**config.mk**
```make
export PLATFORM = sky130hd
export DESIGN_NAME = mse_ram
export DESIGN_NICKNAME = d
export VERILOG_FILES = /design/src/hw/rtl/mse_ram.sv
export SDC_FILE = /design/constraint.sdc
export NUM_CORES = 2
export LEC_CHECK = 0
export BUFFER_PORTS_ARGS = -buffer_cell sky130_fd_sc_hd__buf_2
export CORE_ASPECT_RATIO = 1.5
export CORE_UTILIZATION = 34
export DETAILED_ROUTE_END_ITERATION = 10
export PLACE_DENSITY = 0.49
export SLEW_MARGIN = 30
export SYNTH_ARGS = -nofsm -noshare
export SYNTH_HDL_FRONTEND = slang
export SYNTH_SLANG_ARGS = --single-unit
```
**constraint.sdc**
```tcl
create_clock -name clk -period 2.8 [get_ports clk]
set_clock_uncertainty 0.1 [all_clocks]
set_input_delay 0.28 -clock clk [delete_from_list [all_inputs] [get_ports clk]]
set_output_delay 0.28 -clock clk [all_outputs]
set_load 0.02 [all_outputs]
```
**src/hw/rtl/mse_ram.sv**
```systemverilog
// generic single write port, single read port ram with registered read
`timescale 1ns / 1ps
`default_nettype none
module mse_ram #(
    parameter int unsigned WIDTH = 8,
    parameter int unsigned DEPTH = 256,
    parameter int unsigned AW    = $clog2(DEPTH)
) (
    input  wire logic             clk,
    input  wire logic             we,
    input  wire logic [AW-1:0]    waddr,
    input  wire logic [WIDTH-1:0] wdata,
    input  wire logic [AW-1:0]    raddr,
    output logic      [WIDTH-1:0] rdata
);

    logic [WIDTH-1:0] mem [DEPTH];

    always_ff @(posedge clk)
    begin
        if (we)
        begin
            mem[waddr] <= wdata;
        end
        rdata <= mem[raddr];
    end

endmodule
`default_nettype wire

```
==> summary.txt <==
CP startpoint kind = flop
Vias in the first global route = 42,400
DRT antenna net count = 0
Maximum VDD drop = 0.000540 V
Top cells by count, synth = edfxtp_1, mux4_2, nor2_1, mux2i_1, a22oi_1
Kind of end point of the critical path = flop
Setup CP Type = flop to flop
Yosys warns = 0
Remaining Overflow, GRT = 0
Largest net degree at the start of global routing = 93
Synth top area share = 77.3%
CP Max Fanout = 1
Clk slew on worst S/H paths = 0.07 ns
Total wire length = 225,000 um
Outcome = finished clean
Number of flops mapped to enable cells by yosys = 2,048
Pre-CTS setup slack = -0.619 ns
P per Cell Area = 665 nW/um2
Total track usage = 19.0%
Vias per Instance = 5.23
I/O Pins = 34
Routability cong. = 0.815
Initial antenna violation count = 10
Syn avg cell area = 21.3 um2
Setup slack after layout = 0.141 ns
IO buf count = 33
Clk root buf = clkbuf_16
Synth Flop Type = edfxtp_1
Leakage = 0.0304 uW
Register area share after synthesis = 77.5%
Dpl hpwl = 152,000 um
Worst hold-check path type = primary input to flop
TritonRoute pass-1 iters = 5
Finish-stage setup viols = 0
Layout area overhead = 19.3%
Hold_sp = waddr[3]
Cell variety after synth = 55
Fin crit period = 2.66 ns
Die Y = 594 um
Routed vias = 40,200
Inserted Clock Buffers = 191
Most numerous cell in the Yosys netlist = edfxtp_1
Filler cells = 20,500
Pwr Total = 63,200 uW
Clock buffer depth = 4
Remaining DRCs = 0
Final setup TNS = 0 ns
Post-CTS setup buffers = 0
Die width = 397 um
R2r startpoint = mem[67][1]
Die ar. = 236,000 um2
Async SR Flop Fraction = 0%
Share of cells above drive strength 1 = 33.0%
Unrepaired setup endpoints after global routing = false
Tcrit/Tclk final = 95.0%
CTS tree = yes
Core Region = 233,000 um2
Starting density of the core = 34.2%
Yosys reg bits = 2,056
# rows = 217
First DRT Iteration DRCs = 3,435
Cells after Synth = 3,733
Largest area contributor in the netlist = edfxtp_1
Final hold vios = 0
Clock tree sinks = 2,056
Worst Tran Pin Value = 0.921 ns
Hold Slack = 0.0627 ns
Crit path arrival time = 3.26 ns
Routed wire length per instance = 29.3 um
Max Cap Violations = 0
Nets@finish = 4,492
Slew HR = 38.2%
Cell area after synthesis = 79,600 um2
Clock Latency Late Sink = 0.85 ns
FMAX = 0.376 GHz
First-pass GRT wire length = 320,000 um
Pins Over Slew Limit = 0
Top cells by area, synth = edfxtp_1, mux4_2, mux2i_1
CP Launch Point = mem[67][1]
H-tree depth = 4
Synthesized net count = 3,759
Critical Path RT = 3.40 ns
metrics by stage:
stage	cell area (um2)	util, %	std cells
6_report	94900	40.8	7676
5_1_grt	94900	40.8	7674
4_1_cts	94900	40.8	7673
3_5_place_dp	88900	38.2	7329
3_3_place_gp	88800	38.2	7326
2_1_floorplan	79600	-	3733
power breakdown:
part / switching [uW] / internal, uW / leakage [uW]
clock: 11400 / 14100 / 0.00290
sequential: 50.0 / 33900 / 0.0185
combinational: 2270 / 1490 / 0.00906
placed cells by master (no fill, tap or decap), types with 16 or more instances in the layout:
master / netlist / routed
edfxtp_1: 2048 / 2048
buf_4: 27 / 649
mux4_2: 454 / 454
nor2_1: 282 / 279
clkbuf_16: 0 / 193
mux2i_1: 134 / 134
a22oi_1: 133 / 133
a21oi_1: 96 / 96
buf_12: 8 / 83
o221ai_1: 46 / 46
clkinv_1: 1 / 40
clkinv_2: 0 / 37
nand2_1: 33 / 33
o22ai_1: 28 / 28
nor2b_1: 31 / 28
clkbuf_1: 111 / 28
nand3_1: 34 / 26
nor3_1: 22 / 22
buf_2: 31 / 21
a211oi_1: 16 / 16
nor4_1: 24 / 16
bufinv_16: 0 / 16
routing by layer:
metal | track usage [%] | part of all wire, % | up-vias
met5 | 0 | 0.024 | -
met4 | 5.31 | 2.7 | 8
met3 | 2.23 | 4.2 | 315
met2 | 35.3 | 55 | 1056
met1 | 22.9 | 38 | 21700
li1 | - | - | 17100
worst paths after layout:
check / endpoint / slack (ns) / depth (start not counted)
worst max-delay path: rdata[1] / 0.14 / 6
worst min-delay path: mem[205][1] / 0.06 / 4
worst max register to register: rdata[1] / 0.14 / 6
worst min register to register: rdata[3] / 1.06 / 7
kinds of logic after synthesis:
kind of cell | share of synthesized area (%)
buffers and inverters | 1.83
muxes | 14.6
and+or+nand+nor | 2.63
DFF | 77.5
AOI/OAI and AO/OA | 3.42
area by class of cell:
cell class	count	area, um2	area share (%)
clock buffers	221	4930	5.20
multi-input cells	1442	16600	17.5
flip-flops and latches	2056	61700	65.0
well taps	3066	3840	4.04
clock inverters	113	995	1.05
inverters	2	7.51	0.00791
repair buffers	773	6890	7.26
diodes	3	7.51	0.00791
sequential cells by signal, summed over array words and instances (netlist names):
register  count
mem        2048
rdata         8
what timing repair did:
item	4_1_cts	5_1_grt
setup endpoints to repair	2	0
endpoints found under the hold margin	718	0
hold buffers	10	0
gates resized for setup	2	0
worst max-delay path: stages (launching register included):
cell	delay (ns)
edfxtp_1	0.36
mux4_2	0.55
mux4_2	0.50
nor2b_1	0.18
nor4_2	0.57
buf_4	0.22
nor4_1	0.05
Note: power is estimated with default switching activity, not from simulation.
