<file path="src/hw/rtl/mse_pkg.sv">
// package: shared types, opcodes and constants of the mips subset execute unit
`timescale 1ns / 1ps
`default_nettype none
package mse_pkg;

    localparam int unsigned DATA_BYTES_DEF = 65536;
    localparam int unsigned XLEN           = 32;
    localparam int unsigned NREGS          = 32;

    localparam logic [5:0] OP_SPECIAL = 6'd0;
    localparam logic [5:0] OP_REGIMM  = 6'd1;
    localparam logic [5:0] OP_J       = 6'd2;
    localparam logic [5:0] OP_BEQ     = 6'd4;
    localparam logic [5:0] OP_BNE     = 6'd5;
    localparam logic [5:0] OP_BGTZ    = 6'd7;
    localparam logic [5:0] OP_ADDI    = 6'd8;
    localparam logic [5:0] OP_SLTI    = 6'd10;
    localparam logic [5:0] OP_ANDI    = 6'd12;
    localparam logic [5:0] OP_ORI     = 6'd13;
    localparam logic [5:0] OP_LUI     = 6'd15;
    localparam logic [5:0] OP_LB      = 6'd32;
    localparam logic [5:0] OP_LW      = 6'd35;
    localparam logic [5:0] OP_SB      = 6'd40;
    localparam logic [5:0] OP_SW      = 6'd43;

    localparam logic [5:0] FN_SLL     = 6'd0;
    localparam logic [5:0] FN_SRL     = 6'd2;
    localparam logic [5:0] FN_SYSCALL = 6'd12;
    localparam logic [5:0] FN_MULT    = 6'd24;
    localparam logic [5:0] FN_DIV     = 6'd26;
    localparam logic [5:0] FN_ADD     = 6'd32;
    localparam logic [5:0] FN_SUB     = 6'd34;
    localparam logic [5:0] FN_AND     = 6'd36;
    localparam logic [5:0] FN_OR      = 6'd37;
    localparam logic [5:0] FN_XOR     = 6'd38;
    localparam logic [5:0] FN_SLT     = 6'd42;

    localparam logic [4:0] REG_LO = 5'd10;
    localparam logic [4:0] REG_HI = 5'd11;

    typedef enum logic [2:0] {
        ALU_ADD, ALU_SUB, ALU_AND, ALU_OR, ALU_XOR, ALU_SLT, ALU_SLL, ALU_SRL
    } alu_op_t;

    typedef enum logic [1:0] {
        MD_MUL, MD_DIVS, MD_DIVU
    } md_mode_t;

    typedef struct packed {
        logic        start;
        md_mode_t    mode;
        logic [31:0] a;
        logic [31:0] b;
    } md_req_t;

    typedef struct packed {
        logic        done;
        logic [31:0] q;
        logic [31:0] r;
    } md_rsp_t;

    function automatic logic [31:0] sext16(input logic [15:0] v);
        return {{16{v[15]}}, v};
    endfunction

endpackage
`default_nettype wire

</file>
<file path="src/hw/rtl/mse_alu.sv">
// shared alu: add, subtract, logic, signed compare and shifts
`timescale 1ns / 1ps
`default_nettype none
module mse_alu
    import mse_pkg::*;
(
    input  wire alu_op_t     op,
    input  wire logic [31:0] x,
    input  wire logic [31:0] y,
    input  wire logic [4:0]  shamt,
    output logic      [31:0] res
);

    always_comb
    begin
        case (op)
            ALU_ADD: res = x + y;
            ALU_SUB: res = x - y;
            ALU_AND: res = x & y;
            ALU_OR:  res = x | y;
            ALU_XOR: res = x ^ y;
            ALU_SLT: res = {31'd0, ($signed(x) < $signed(y))};
            ALU_SLL: res = y << shamt;
            ALU_SRL: res = y >> shamt;
            default: res = x + y;
        endcase
    end

endmodule
`default_nettype wire

</file>
<file path="config.mk">
export PLATFORM = sky130hd
export DESIGN_NAME = mse_alu
export DESIGN_NICKNAME = d
export VERILOG_FILES = /design/src/hw/rtl/mse_pkg.sv /design/src/hw/rtl/mse_alu.sv
export SDC_FILE = /design/constraint.sdc
export NUM_CORES = 1
export LEC_CHECK = 0
export BUFFER_PORTS_ARGS = -buffer_cell sky130_fd_sc_hd__clkbuf_2
export CAP_MARGIN = 20
export CELL_PAD_IN_SITES_DETAIL_PLACEMENT = 0
export CELL_PAD_IN_SITES_GLOBAL_PLACEMENT = 2
export CORE_MARGIN = 1.5
export CORE_UTILIZATION = 38
export DETAILED_ROUTE_END_ITERATION = 8
export GPL_TIMING_DRIVEN = 0
export PLACE_DENSITY_LB_ADDON = 0.05
export SYNTH_ARGS = -nofsm -noshare
export SYNTH_HDL_FRONTEND = slang
export SYNTH_SLANG_ARGS = --single-unit
export TNS_END_PERCENT = 30
</file>
<file path="constraint.sdc">
create_clock -name vclk -period 4.7
set_input_delay 0.47 -clock vclk [all_inputs]
set_output_delay 0.47 -clock vclk [all_outputs]
set_load 0.02 [all_outputs]
</file>
==> impl_metrics.yaml <==
outcome:
  status: "complete, no violations"
logic_synthesis:
  synth_xor_area_share_pct: 2.891
  synth_top_family_by_area: "compound AO/OA/AOI/OAI gates"
  ys_top_cells_by_area: "ha_1 (14%), mux4_2 (12%), a21oi_1 (7.9%), mux2i_1 (6.5%), nor2_1 (6.4%)"
  synth_area_per_cell_sq_um: 7.135
  synth_area_sq_um: 8483
  yosys_warnings: 0
  synthSimpleGateAreaFrac_pct: 17.49
  synth_top_area_cell: "ha_1"
  ys_types: 90
  synth_compound_area_share_pct: 34.65
  yosysSeqAreaShare_pct: 0
  synth_top_cell_area_share_pct: 14.16
  muxShareOfSynthArea_pct: 19.01
  synth_fa_ha_area_share_pct: 14.63
  syn-instance-count: 1189
  synthesis.nets: 1359
final_layout:
  fin_cells: 1569
  fin_nets: 1461
  fillers: 2415
  num-clock-buffers: 0
  n_sequential_cell: 0
  diodes: 0
  layout_commonest_cell: "nor2_1"
  final_cell_mix: "nor2_1 (144), a21oi_1 (134), inv_1 (105)"
  ff_latch_area_sq_um: 0
  area_delta_synth_final_pct: 10.04
  final_layout_size_suffix_gt1_share_pct: 19.39
route:
  ant_nets: 0
  dr.pass1.iters: 6
  dr_wl_met3_um: 4743
  wl_met1_um: 19550
  drcViolationCount: 0
  drtIter0Drc: 1391
  post_drt_wl_per_cell_um: 29.76
  viasPerCell: 6.714
  vias: 10540
  top_layer: "met4"
  wl_um: 46690
  wl_met2_um: 19930
clock_network:
  post-cts-setup-buffers: 0
setup_path:
  critPathRequiredTime_ns: 4.23
  endpoint_kind: "output port"
  path_max_fanout: 10
  cp-start-kind: "primary input"
  worst_ep_arrival_time_ns: 3.94
  crit_type: "primary input to output port"
grt:
  antenna_found_initial: 0
  grt_pass1_wl_um: 68100
  grt.total_usage_pct: 38.93
  grt.overflow.total: 0
  grt_pass1_vias: 9996
  grt_max_degree: 12
power_and_ir_drop:
  power-per-cell-area_nw_per_um2: 147.6
  vdd_ir_drop_max_mv: 0.06142
  finalPower_w: 0.001378
  power_leakage_nw: 4.150
sta:
  setup_viol: 0
  tightest_slew_ns: 1.123
  period_needed_ns: 4.414
  finalCritPeriodShare_pct: 93.91
  tns_ns: 0
  fmax_mhz: 226.6
  finalHoldViolations: 0
  maxSlewViolCount: 0
  relSlewSlack_pct: 24.56
  rsz0062_at_grt: "false"
placement:
  place_congestion: 1.015
  dp_hpwl_um: 38180
  dpl.cell_count: 1569
  io_buffers: 100
floorplanning:
  core_sq_um: 21890
  io_pins: 104
  start_util_pct: 38.75
  dieArea_sq_um: 23230
  die_width_um: 152.4
  die_h_um: 152.4
  num_rows: 54
worst_hold_path:
  min-delay-start: "x[1]"
  holdPathStages: 5
  min_to: "res[1]"
  hold_class: "primary input to output port"
run:
  drv_cap: 0
-- where the power goes --
part           switching (W)  total (W)  internal (W)
clock                      0          0             0
combinational       0.000908    0.00138      0.000470
sequential                 0          0             0
total               0.000908    0.00138      0.000470
-- cells by family (layout without fill, tap and decap cells) --
group / count (synthesis) / after routing
XOR/XNOR: 28 / 28
adder cells (fa/ha/maj): 98 / 98
buffers and inverters: 204 / 304
AND/OR/NAND/NOR: 322 / 322
AO/OA/AOI/OAI: 433 / 433
multiplexers: 104 / 104
-- cell type report --
| class | count | area [sq um] | area share, % |
|---|---|---|---|
| tap | 280 | 350.3 | 3.753 |
| inverter | 112 | 420.4 | 4.503 |
| buffer | 92 | 540.5 | 5.790 |
| multi-input combinational | 985 | 7523 | 80.59 |
| timing repair buffer | 100 | 500.5 | 5.361 |
-- routing by layer --
metal / track usage [%] / vias to the layer above
met5: 0 / -
met4: 16.76 / 0
met3: 7.338 / 110
met2: 59.23 / 733
met1: 53.60 / 5060
li1: - / 4632
-- what timing repair did --
item	in CTS	in global routing
resized for setup	0	1
hold endpoints to repair	0	0
hold buffers	0	0
setup endpoints to repair	0	1
-- worst max-delay path: stages --
cell       delay (ns)
clkbuf_2         0.27
inv_1            0.20
ha_1             0.32
buf_2            0.22
or3_1            0.33
nor2_1           0.06
o21ai_0          0.22
a21o_1           0.26
o21ai_1          0.11
a21bo_1          0.24
a2111oi_1        0.75
o22a_1           0.31
clkbuf_2         0.18
-- worst max path at each step --
stage	depth (start not counted)	slack (ns)	from	endpoint
3_5_place_dp	12	0.20	y[13]	res[0]
6_report	13	0.29	y[17]	res[0]
4_1_cts	12	0.19	y[13]	res[0]
3_3_place_gp	12	0.20	y[13]	res[0]
2_1_floorplan	12	1.47	y[0]	res[26]
5_1_grt	13	0.19	y[17]	res[0]
-- cell usage after synthesis, types with 10 or more instances --
master / count
a211o_1: 12
a211oi_1: 13
a21o_1: 11
a21oi_1: 134
a222oi_1: 24
a22oi_1: 15
a31oi_1: 10
buf_2: 30
buf_4: 12
buf_6: 14
clkbuf_1: 27
ha_1: 96
inv_1: 105
mux2i_1: 55
mux4_2: 44
nand2_1: 73
nand3_1: 19
nor2_1: 144
nor3_1: 19
nor4_1: 10
o211ai_1: 25
o21ai_0: 73
o21ai_1: 21
xnor2_1: 24
-- metrics by stage --
step | cell area, sq um | util (%) | hold slack (ns) | setup WS (ns)
final | 9335 | 42.64 | 1.638 | 0.2861
after detailed placement | 9334 | 42.64 | 1.661 | 0.2015
after global routing | 9335 | 42.64 | 1.710 | 0.1909
after global placement | 9334 | 42.64 | 1.649 | 0.1983
after floorplan | 8483 | - | 1.304 | 1.468
after CTS | 9334 | 42.64 | 1.663 | 0.1899
No activity file was read; power rests on OpenSTA's default activity.
