==> config.mk <==
export PLATFORM = sky130hd
export DESIGN_NAME = mse_muldiv
export DESIGN_NICKNAME = d
export VERILOG_FILES = /design/src/hw/rtl/mse_pkg.sv /design/src/hw/rtl/mse_muldiv.sv
export SDC_FILE = /design/constraint.sdc
export NUM_CORES = 1
export LEC_CHECK = 0
export BUFFER_PORTS_ARGS = -buffer_cell sky130_fd_sc_hd__buf_2
export CELL_PAD_IN_SITES_DETAIL_PLACEMENT = 2
export CELL_PAD_IN_SITES_GLOBAL_PLACEMENT = 2
export CORE_MARGIN = 2
export CORE_UTILIZATION = 35
export CTS_CLUSTER_SIZE = 12
export DETAILED_ROUTE_END_ITERATION = 8
export HOLD_SLACK_MARGIN = 0.12
export PLACE_DENSITY_LB_ADDON = 0.1
export SYNTH_ARGS = -nofsm -noshare
export SYNTH_HDL_FRONTEND = slang
export SYNTH_SLANG_ARGS = --single-unit
==> constraint.sdc <==
create_clock -name clk -period 3.7 [get_ports clk]
set_input_delay 0.185 -clock clk [delete_from_list [all_inputs] [get_ports clk]]
set_output_delay 0.185 -clock clk [all_outputs]
set_load 0.005 [all_outputs]
==> src/hw/rtl/mse_pkg.sv <==
// package: shared types, opcodes and constants of the mips subset execute unit
`timescale 1ns / 1ps
`default_nettype none
package mse_pkg;

    localparam int unsigned DATA_BYTES_DEF = 65536;
    localparam int unsigned XLEN           = 32;
    localparam int unsigned NREGS          = 32;

    localparam logic [5:0] OP_SPECIAL = 6'd0;
    localparam logic [5:0] OP_REGIMM  = 6'd1;
    localparam logic [5:0] OP_J       = 6'd2;
    localparam logic [5:0] OP_BEQ     = 6'd4;
    localparam logic [5:0] OP_BNE     = 6'd5;
    localparam logic [5:0] OP_BGTZ    = 6'd7;
    localparam logic [5:0] OP_ADDI    = 6'd8;
    localparam logic [5:0] OP_SLTI    = 6'd10;
    localparam logic [5:0] OP_ANDI    = 6'd12;
    localparam logic [5:0] OP_ORI     = 6'd13;
    localparam logic [5:0] OP_LUI     = 6'd15;
    localparam logic [5:0] OP_LB      = 6'd32;
    localparam logic [5:0] OP_LW      = 6'd35;
    localparam logic [5:0] OP_SB      = 6'd40;
    localparam logic [5:0] OP_SW      = 6'd43;

    localparam logic [5:0] FN_SLL     = 6'd0;
    localparam logic [5:0] FN_SRL     = 6'd2;
    localparam logic [5:0] FN_SYSCALL = 6'd12;
    localparam logic [5:0] FN_MULT    = 6'd24;
    localparam logic [5:0] FN_DIV     = 6'd26;
    localparam logic [5:0] FN_ADD     = 6'd32;
    localparam logic [5:0] FN_SUB     = 6'd34;
    localparam logic [5:0] FN_AND     = 6'd36;
    localparam logic [5:0] FN_OR      = 6'd37;
    localparam logic [5:0] FN_XOR     = 6'd38;
    localparam logic [5:0] FN_SLT     = 6'd42;

    localparam logic [4:0] REG_LO = 5'd10;
    localparam logic [4:0] REG_HI = 5'd11;

    typedef enum logic [2:0] {
        ALU_ADD, ALU_SUB, ALU_AND, ALU_OR, ALU_XOR, ALU_SLT, ALU_SLL, ALU_SRL
    } alu_op_t;

    typedef enum logic [1:0] {
        MD_MUL, MD_DIVS, MD_DIVU
    } md_mode_t;

    typedef struct packed {
        logic        start;
        md_mode_t    mode;
        logic [31:0] a;
        logic [31:0] b;
    } md_req_t;

    typedef struct packed {
        logic        done;
        logic [31:0] q;
        logic [31:0] r;
    } md_rsp_t;

    function automatic logic [31:0] sext16(input logic [15:0] v);
        return {{16{v[15]}}, v};
    endfunction

endpackage
`default_nettype wire

==> src/hw/rtl/mse_muldiv.sv <==
// iterative multiply and divide unit, one bit per cycle
`timescale 1ns / 1ps
`default_nettype none
module mse_muldiv
    import mse_pkg::*;
(
    input  wire logic    clk,
    input  wire logic    rst_n,
    input  wire md_req_t req,
    output md_rsp_t      rsp
);

    typedef enum logic [1:0] {M_IDLE, M_MUL, M_DIV, M_FIX} md_state_t;

    md_state_t   state_reg;
    logic [31:0] acc_reg;
    logic [31:0] x_reg;
    logic [31:0] y_reg;
    logic [31:0] rem_reg;
    logic [4:0]  cnt_reg;
    logic        neg_q_reg;
    logic        neg_r_reg;
    logic        mul_reg;
    logic        done_reg;
    logic [31:0] q_reg;
    logic [31:0] r_reg;

    logic        na;
    logic        nb;
    logic        sgn;
    logic [32:0] rsh;
    logic [32:0] diff;
    logic        ge;

    assign sgn  = (req.mode == MD_DIVS);
    assign na   = sgn & req.a[31];
    assign nb   = sgn & req.b[31];
    assign rsh  = {rem_reg, x_reg[31]};
    assign diff = rsh - {1'b0, y_reg};
    assign ge   = !diff[32];

    assign rsp.done = done_reg;
    assign rsp.q    = q_reg;
    assign rsp.r    = r_reg;

    always_ff @(posedge clk or negedge rst_n)
    begin
        if (!rst_n)
        begin
            state_reg <= M_IDLE;
            done_reg  <= 1'b0;
        end
        else
        begin
            done_reg <= (state_reg == M_FIX);
            case (state_reg)
                M_IDLE:
                begin
                    if (req.start)
                    begin
                        cnt_reg   <= '0;
                        acc_reg   <= '0;
                        rem_reg   <= '0;
                        mul_reg   <= (req.mode == MD_MUL);
                        neg_q_reg <= na ^ nb;
                        neg_r_reg <= na;
                        x_reg     <= na ? (32'd0 - req.a) : req.a;
                        y_reg     <= nb ? (32'd0 - req.b) : req.b;
                        state_reg <= (req.mode == MD_MUL) ? M_MUL : M_DIV;
                    end
                end
                M_MUL:
                begin
                    if (y_reg[0])
                    begin
                        acc_reg <= acc_reg + x_reg;
                    end
                    x_reg   <= {x_reg[30:0], 1'b0};
                    y_reg   <= {1'b0, y_reg[31:1]};
                    cnt_reg <= cnt_reg + 5'd1;
                    if (cnt_reg == 5'd31)
                    begin
                        state_reg <= M_FIX;
                    end
                end
                M_DIV:
                begin
                    rem_reg <= ge ? diff[31:0] : rsh[31:0];
                    x_reg   <= {x_reg[30:0], ge};
                    cnt_reg <= cnt_reg + 5'd1;
                    if (cnt_reg == 5'd31)
                    begin
                        state_reg <= M_FIX;
                    end
                end
                M_FIX:
                begin
                    if (mul_reg)
                    begin
                        q_reg <= acc_reg;
                        r_reg <= '0;
                    end
                    else
                    begin
                        q_reg <= neg_q_reg ? (32'd0 - x_reg) : x_reg;
                        r_reg <= neg_r_reg ? (32'd0 - rem_reg) : rem_reg;
                    end
                    state_reg <= M_IDLE;
                end
                default: state_reg <= M_IDLE;
            endcase
        end
    end

endmodule
`default_nettype wire

==> flow_summary.json <==
{
  "outcome": "finished clean",
  "via_count_normalized_by_instance_count": 5.46,
  "synthDistinctLibCells": 74,
  "clock.fmax_mhz": 286,
  "hp-class": "input port to register",
  "place_inst": 2149,
  "setup-tns-final_ns": 0,
  "cts_buffers": 26,
  "grt_pass1_wl_um": 74700,
  "antenna_found_initial": 1,
  "ctsRootBufferMaster": "sky130_fd_sc_hd__clkbuf_16",
  "synth.top_cells.by_area": "sky130_fd_sc_hd__edfxtp_1, sky130_fd_sc_hd__o21ai_0, sky130_fd_sc_hd__ha_1",
  "timing.final.max_slew_violations": 0,
  "num_vias": 12400,
  "cts_max_level": 1,
  "first_global_vias": 12900,
  "worst-endpoint-arrival_ns": 3.90,
  "slew_headroom_pct": 35.6,
  "timing_hold_violations_final": 0,
  "crit_path_max_fanout": 11,
  "leakage_component_of_the_power_uw": 0.00660,
  "routability_driven_placement_congestion_ratio": 0.864,
  "synth-edff-count": 200,
  "required_ns": 4.10,
  "fp.dieArea_mm2": 0.0419,
  "clk_transition_reported_paths_ns": 0.06,
  "yosys.area.top_type": "sky130_fd_sc_hd__edfxtp_1",
  "detail_route.wl_per_cell_um": 21.1,
  "synth_top_cells_by_count": "sky130_fd_sc_hd__edfxtp_1, sky130_fd_sc_hd__o21ai_0, sky130_fd_sc_hd__nand2_1, sky130_fd_sc_hd__a21oi_1, sky130_fd_sc_hd__nor2_1",
  "postSynthAreaPerCell_um2": 9.35,
  "ys_warnings": 0,
  "drcViolationCount": 0,
  "yosysMostFrequentCell": "sky130_fd_sc_hd__edfxtp_1",
  "instances_no_fill": 2265,
  "synth-main-ff-cell": "sky130_fd_sc_hd__edfxtp_1",
  "irDropWorstVdd_mv": 0.351,
  "finalClockSkew_ns": 0.0109,
  "period_needed_ns": 3.50,
  "cts_tree": "built",
  "top_level_ports": 134,
  "detail_route.iter0.violations": 680,
  "seq_area_frac_synth_pct": 43.1,
  "timing.final.setup_violations": 0,
  "min_path_cells": 3,
  "grt_setup_unrepaired": "false",
  "die_h_um": 205,
  "drt_pre_antenna_iters": 4,
  "timing.setup.critical_path_class": "register to register",
  "r2r.worst_path.cells": 12,
  "clock-sinks": 203,
  "initial_core_util_pct": 35.5,
  "io_buffer_count": 133,
  "power.density_mw_per_mm2": 793,
  "max_cap_violations": 0,
  "synth.cell_area_mm2": 0.0141,
  "area.growth.synth_to_final_pct": 21.0,
  "design.final.nets": 1866,
  "gr-total-overflow": 0,
  "fin_crit_sh_pct": 94.5,
  "std_cell_rows": 73,
  "final_layout_size_suffix_gt1_share_pct": 14.3,
  "route.antenna.remaining_nets": 0,
  "grt_start_max_net_pins": 94,
  "chipWidth_um": 205,
  "clk-insertion-delay-late_ns": 0.55,
  "routed_wl_um": 47800,
  "design.core.area_mm2": 0.0397,
  "startpoint_type": "register",
  "post_synthesis_sequential_element_count": 203,
  "n_fill_cell": 4341,
  "max_slew.worst_pin.slew_ns": 0.966,
  "global_route_usage_sum_pct": 22.7,
  "clockBufferDepth": 3,
  "worst_setup_path_end_kind": "register",
  "mappedNetlistNets": 1654,
  "syn_inst": 1509,
  "fraction_of_registers_with_async_set_reset_pct": 1.48,
  "dp_hpwl_um": 35000,
  "yosysTopAreaCellShare_pct": 42.6
}
-- what timing repair did --
item,in CTS,in global routing
hold buffers,62,0
buffers inserted,0,6
endpoints found under the hold margin,62,0
resized for setup,0,5
endpoints found under the setup margin,0,20
-- cells in the final DEF (no fill, tap or decap), types with 5 or more instances in the layout --
master,synthesis,final
sky130_fd_sc_hd__a21oi_1,110,109
sky130_fd_sc_hd__nor4_1,11,11
sky130_fd_sc_hd__nor2b_1,8,8
sky130_fd_sc_hd__clkbuf_16,0,27
sky130_fd_sc_hd__edfxtp_1,200,200
sky130_fd_sc_hd__and2_1,18,17
sky130_fd_sc_hd__ha_1,74,72
sky130_fd_sc_hd__nand2_1,180,180
sky130_fd_sc_hd__o311ai_0,5,5
sky130_fd_sc_hd__o21a_1,11,11
sky130_fd_sc_hd__mux2i_1,8,8
sky130_fd_sc_hd__a211o_1,5,5
sky130_fd_sc_hd__a221o_1,5,5
sky130_fd_sc_hd__a21o_1,29,29
sky130_fd_sc_hd__nor3_1,33,33
sky130_fd_sc_hd__o21ai_0,187,187
sky130_fd_sc_hd__nand2b_1,13,13
sky130_fd_sc_hd__nor2_1,109,109
sky130_fd_sc_hd__buf_2,3,133
sky130_fd_sc_hd__and3_1,14,14
sky130_fd_sc_hd__clkinv_1,1,10
sky130_fd_sc_hd__xor2_1,101,101
sky130_fd_sc_hd__buf_4,1,44
sky130_fd_sc_hd__o21bai_1,6,6
sky130_fd_sc_hd__o41ai_1,12,12
sky130_fd_sc_hd__xnor2_1,62,62
sky130_fd_sc_hd__inv_1,63,63
sky130_fd_sc_hd__or2_2,8,8
sky130_fd_sc_hd__dlygate4sd3_1,0,62
sky130_fd_sc_hd__o31ai_1,32,32
sky130_fd_sc_hd__nand4_1,8,8
sky130_fd_sc_hd__or3_1,14,14
sky130_fd_sc_hd__a211oi_1,8,8
sky130_fd_sc_hd__or4_1,11,11
sky130_fd_sc_hd__nand3_1,29,28
-- metal layers --
metal	share of wire (%)	vias to the layer above	track usage, %
met5	0	-	0
met4	1.8	0	4.63
met2	45	180	35.8
li1	-	5953	-
met3	3.0	45	2.13
met1	50	6189	33.6
-- path summary, 6_finish.rpt --
| check | startpoint | end | slack (ns) |
|---|---|---|---|
| worst max-delay path | x_reg[31] | rem_reg[21] | 0.20 |
| worst min-delay path | req[20] | y_reg[20] | 0.12 |
| worst max register to register | x_reg[31] | rem_reg[21] | 0.20 |
| worst min register to register | y_reg[1] | y_reg[0] | 0.55 |
| max in group asynchronous | rst_n | state_reg[1] | 2.87 |
| min in group asynchronous | rst_n | state_reg[0] | 0.66 |
-- critical path, cell delays in order (launching register included) --
cell and delay, ns:
sky130_fd_sc_hd__edfxtp_1 0.38, sky130_fd_sc_hd__inv_1 0.07, sky130_fd_sc_hd__ha_2 0.20, sky130_fd_sc_hd__inv_1 0.07
sky130_fd_sc_hd__fa_2 0.38, sky130_fd_sc_hd__a211oi_4 0.29, sky130_fd_sc_hd__o21ai_2 0.12, sky130_fd_sc_hd__a31oi_4 0.23
sky130_fd_sc_hd__o21ai_2 0.13, sky130_fd_sc_hd__a2111o_1 0.51, sky130_fd_sc_hd__and3_4 0.26, sky130_fd_sc_hd__or4b_1 0.54
sky130_fd_sc_hd__a21oi_1 0.16
-- area by class of cell --
| cell class | instances | area [um2] | share of cell area, % |
|---|---|---|---|
| multi-input cells | 1184 | 7580 | 44.4 |
| repair buffers | 242 | 1670 | 9.77 |
| flip-flops and latches | 203 | 6080 | 35.6 |
| diodes | 1 | 2.50 | 0.0147 |
| inverters | 64 | 240 | 1.41 |
| well taps | 525 | 657 | 3.85 |
| clock inverters | 16 | 151 | 0.887 |
| clock buffers | 30 | 687 | 4.02 |
-- power breakdown --
part | internal [uW] | leakage [uW] | switching, uW
logic | 2580 | 0.00429 | 4180
registers | 3560 | 0.00191 | 663
clock network | 1520 | 0.000397 | 1020
total | 7660 | 0.00660 | 5870
-- stage by stage --
step	power, uW	utilization (%)	area, um2	hold slack, ns	setup WS (ns)
after floorplan	8540	-	14100	-0.111	0.410
after global placement	10600	39.1	15500	0.0316	0.215
after detailed placement	10800	39.1	15500	0.0385	0.158
after CTS	13500	42.8	17000	0.120	0.136
after global routing	14600	43.0	17100	0.149	0.0150
final	13500	43.0	17100	0.122	0.203
-- cell families (layout without fill, tap and decap cells) --
logic type	after synthesis	after routing	synth area share (%)
simple gates	478	479	16.0
compound gates	455	455	19.7
flops	203	203	43.1
xor+xnor	163	163	10.1
buf+inv	123	352	3.38
fa+ha+maj	76	76	6.85
mux	11	11	0.807
other cells	0	1	0
No activity file was read; power rests on OpenSTA's default activity.
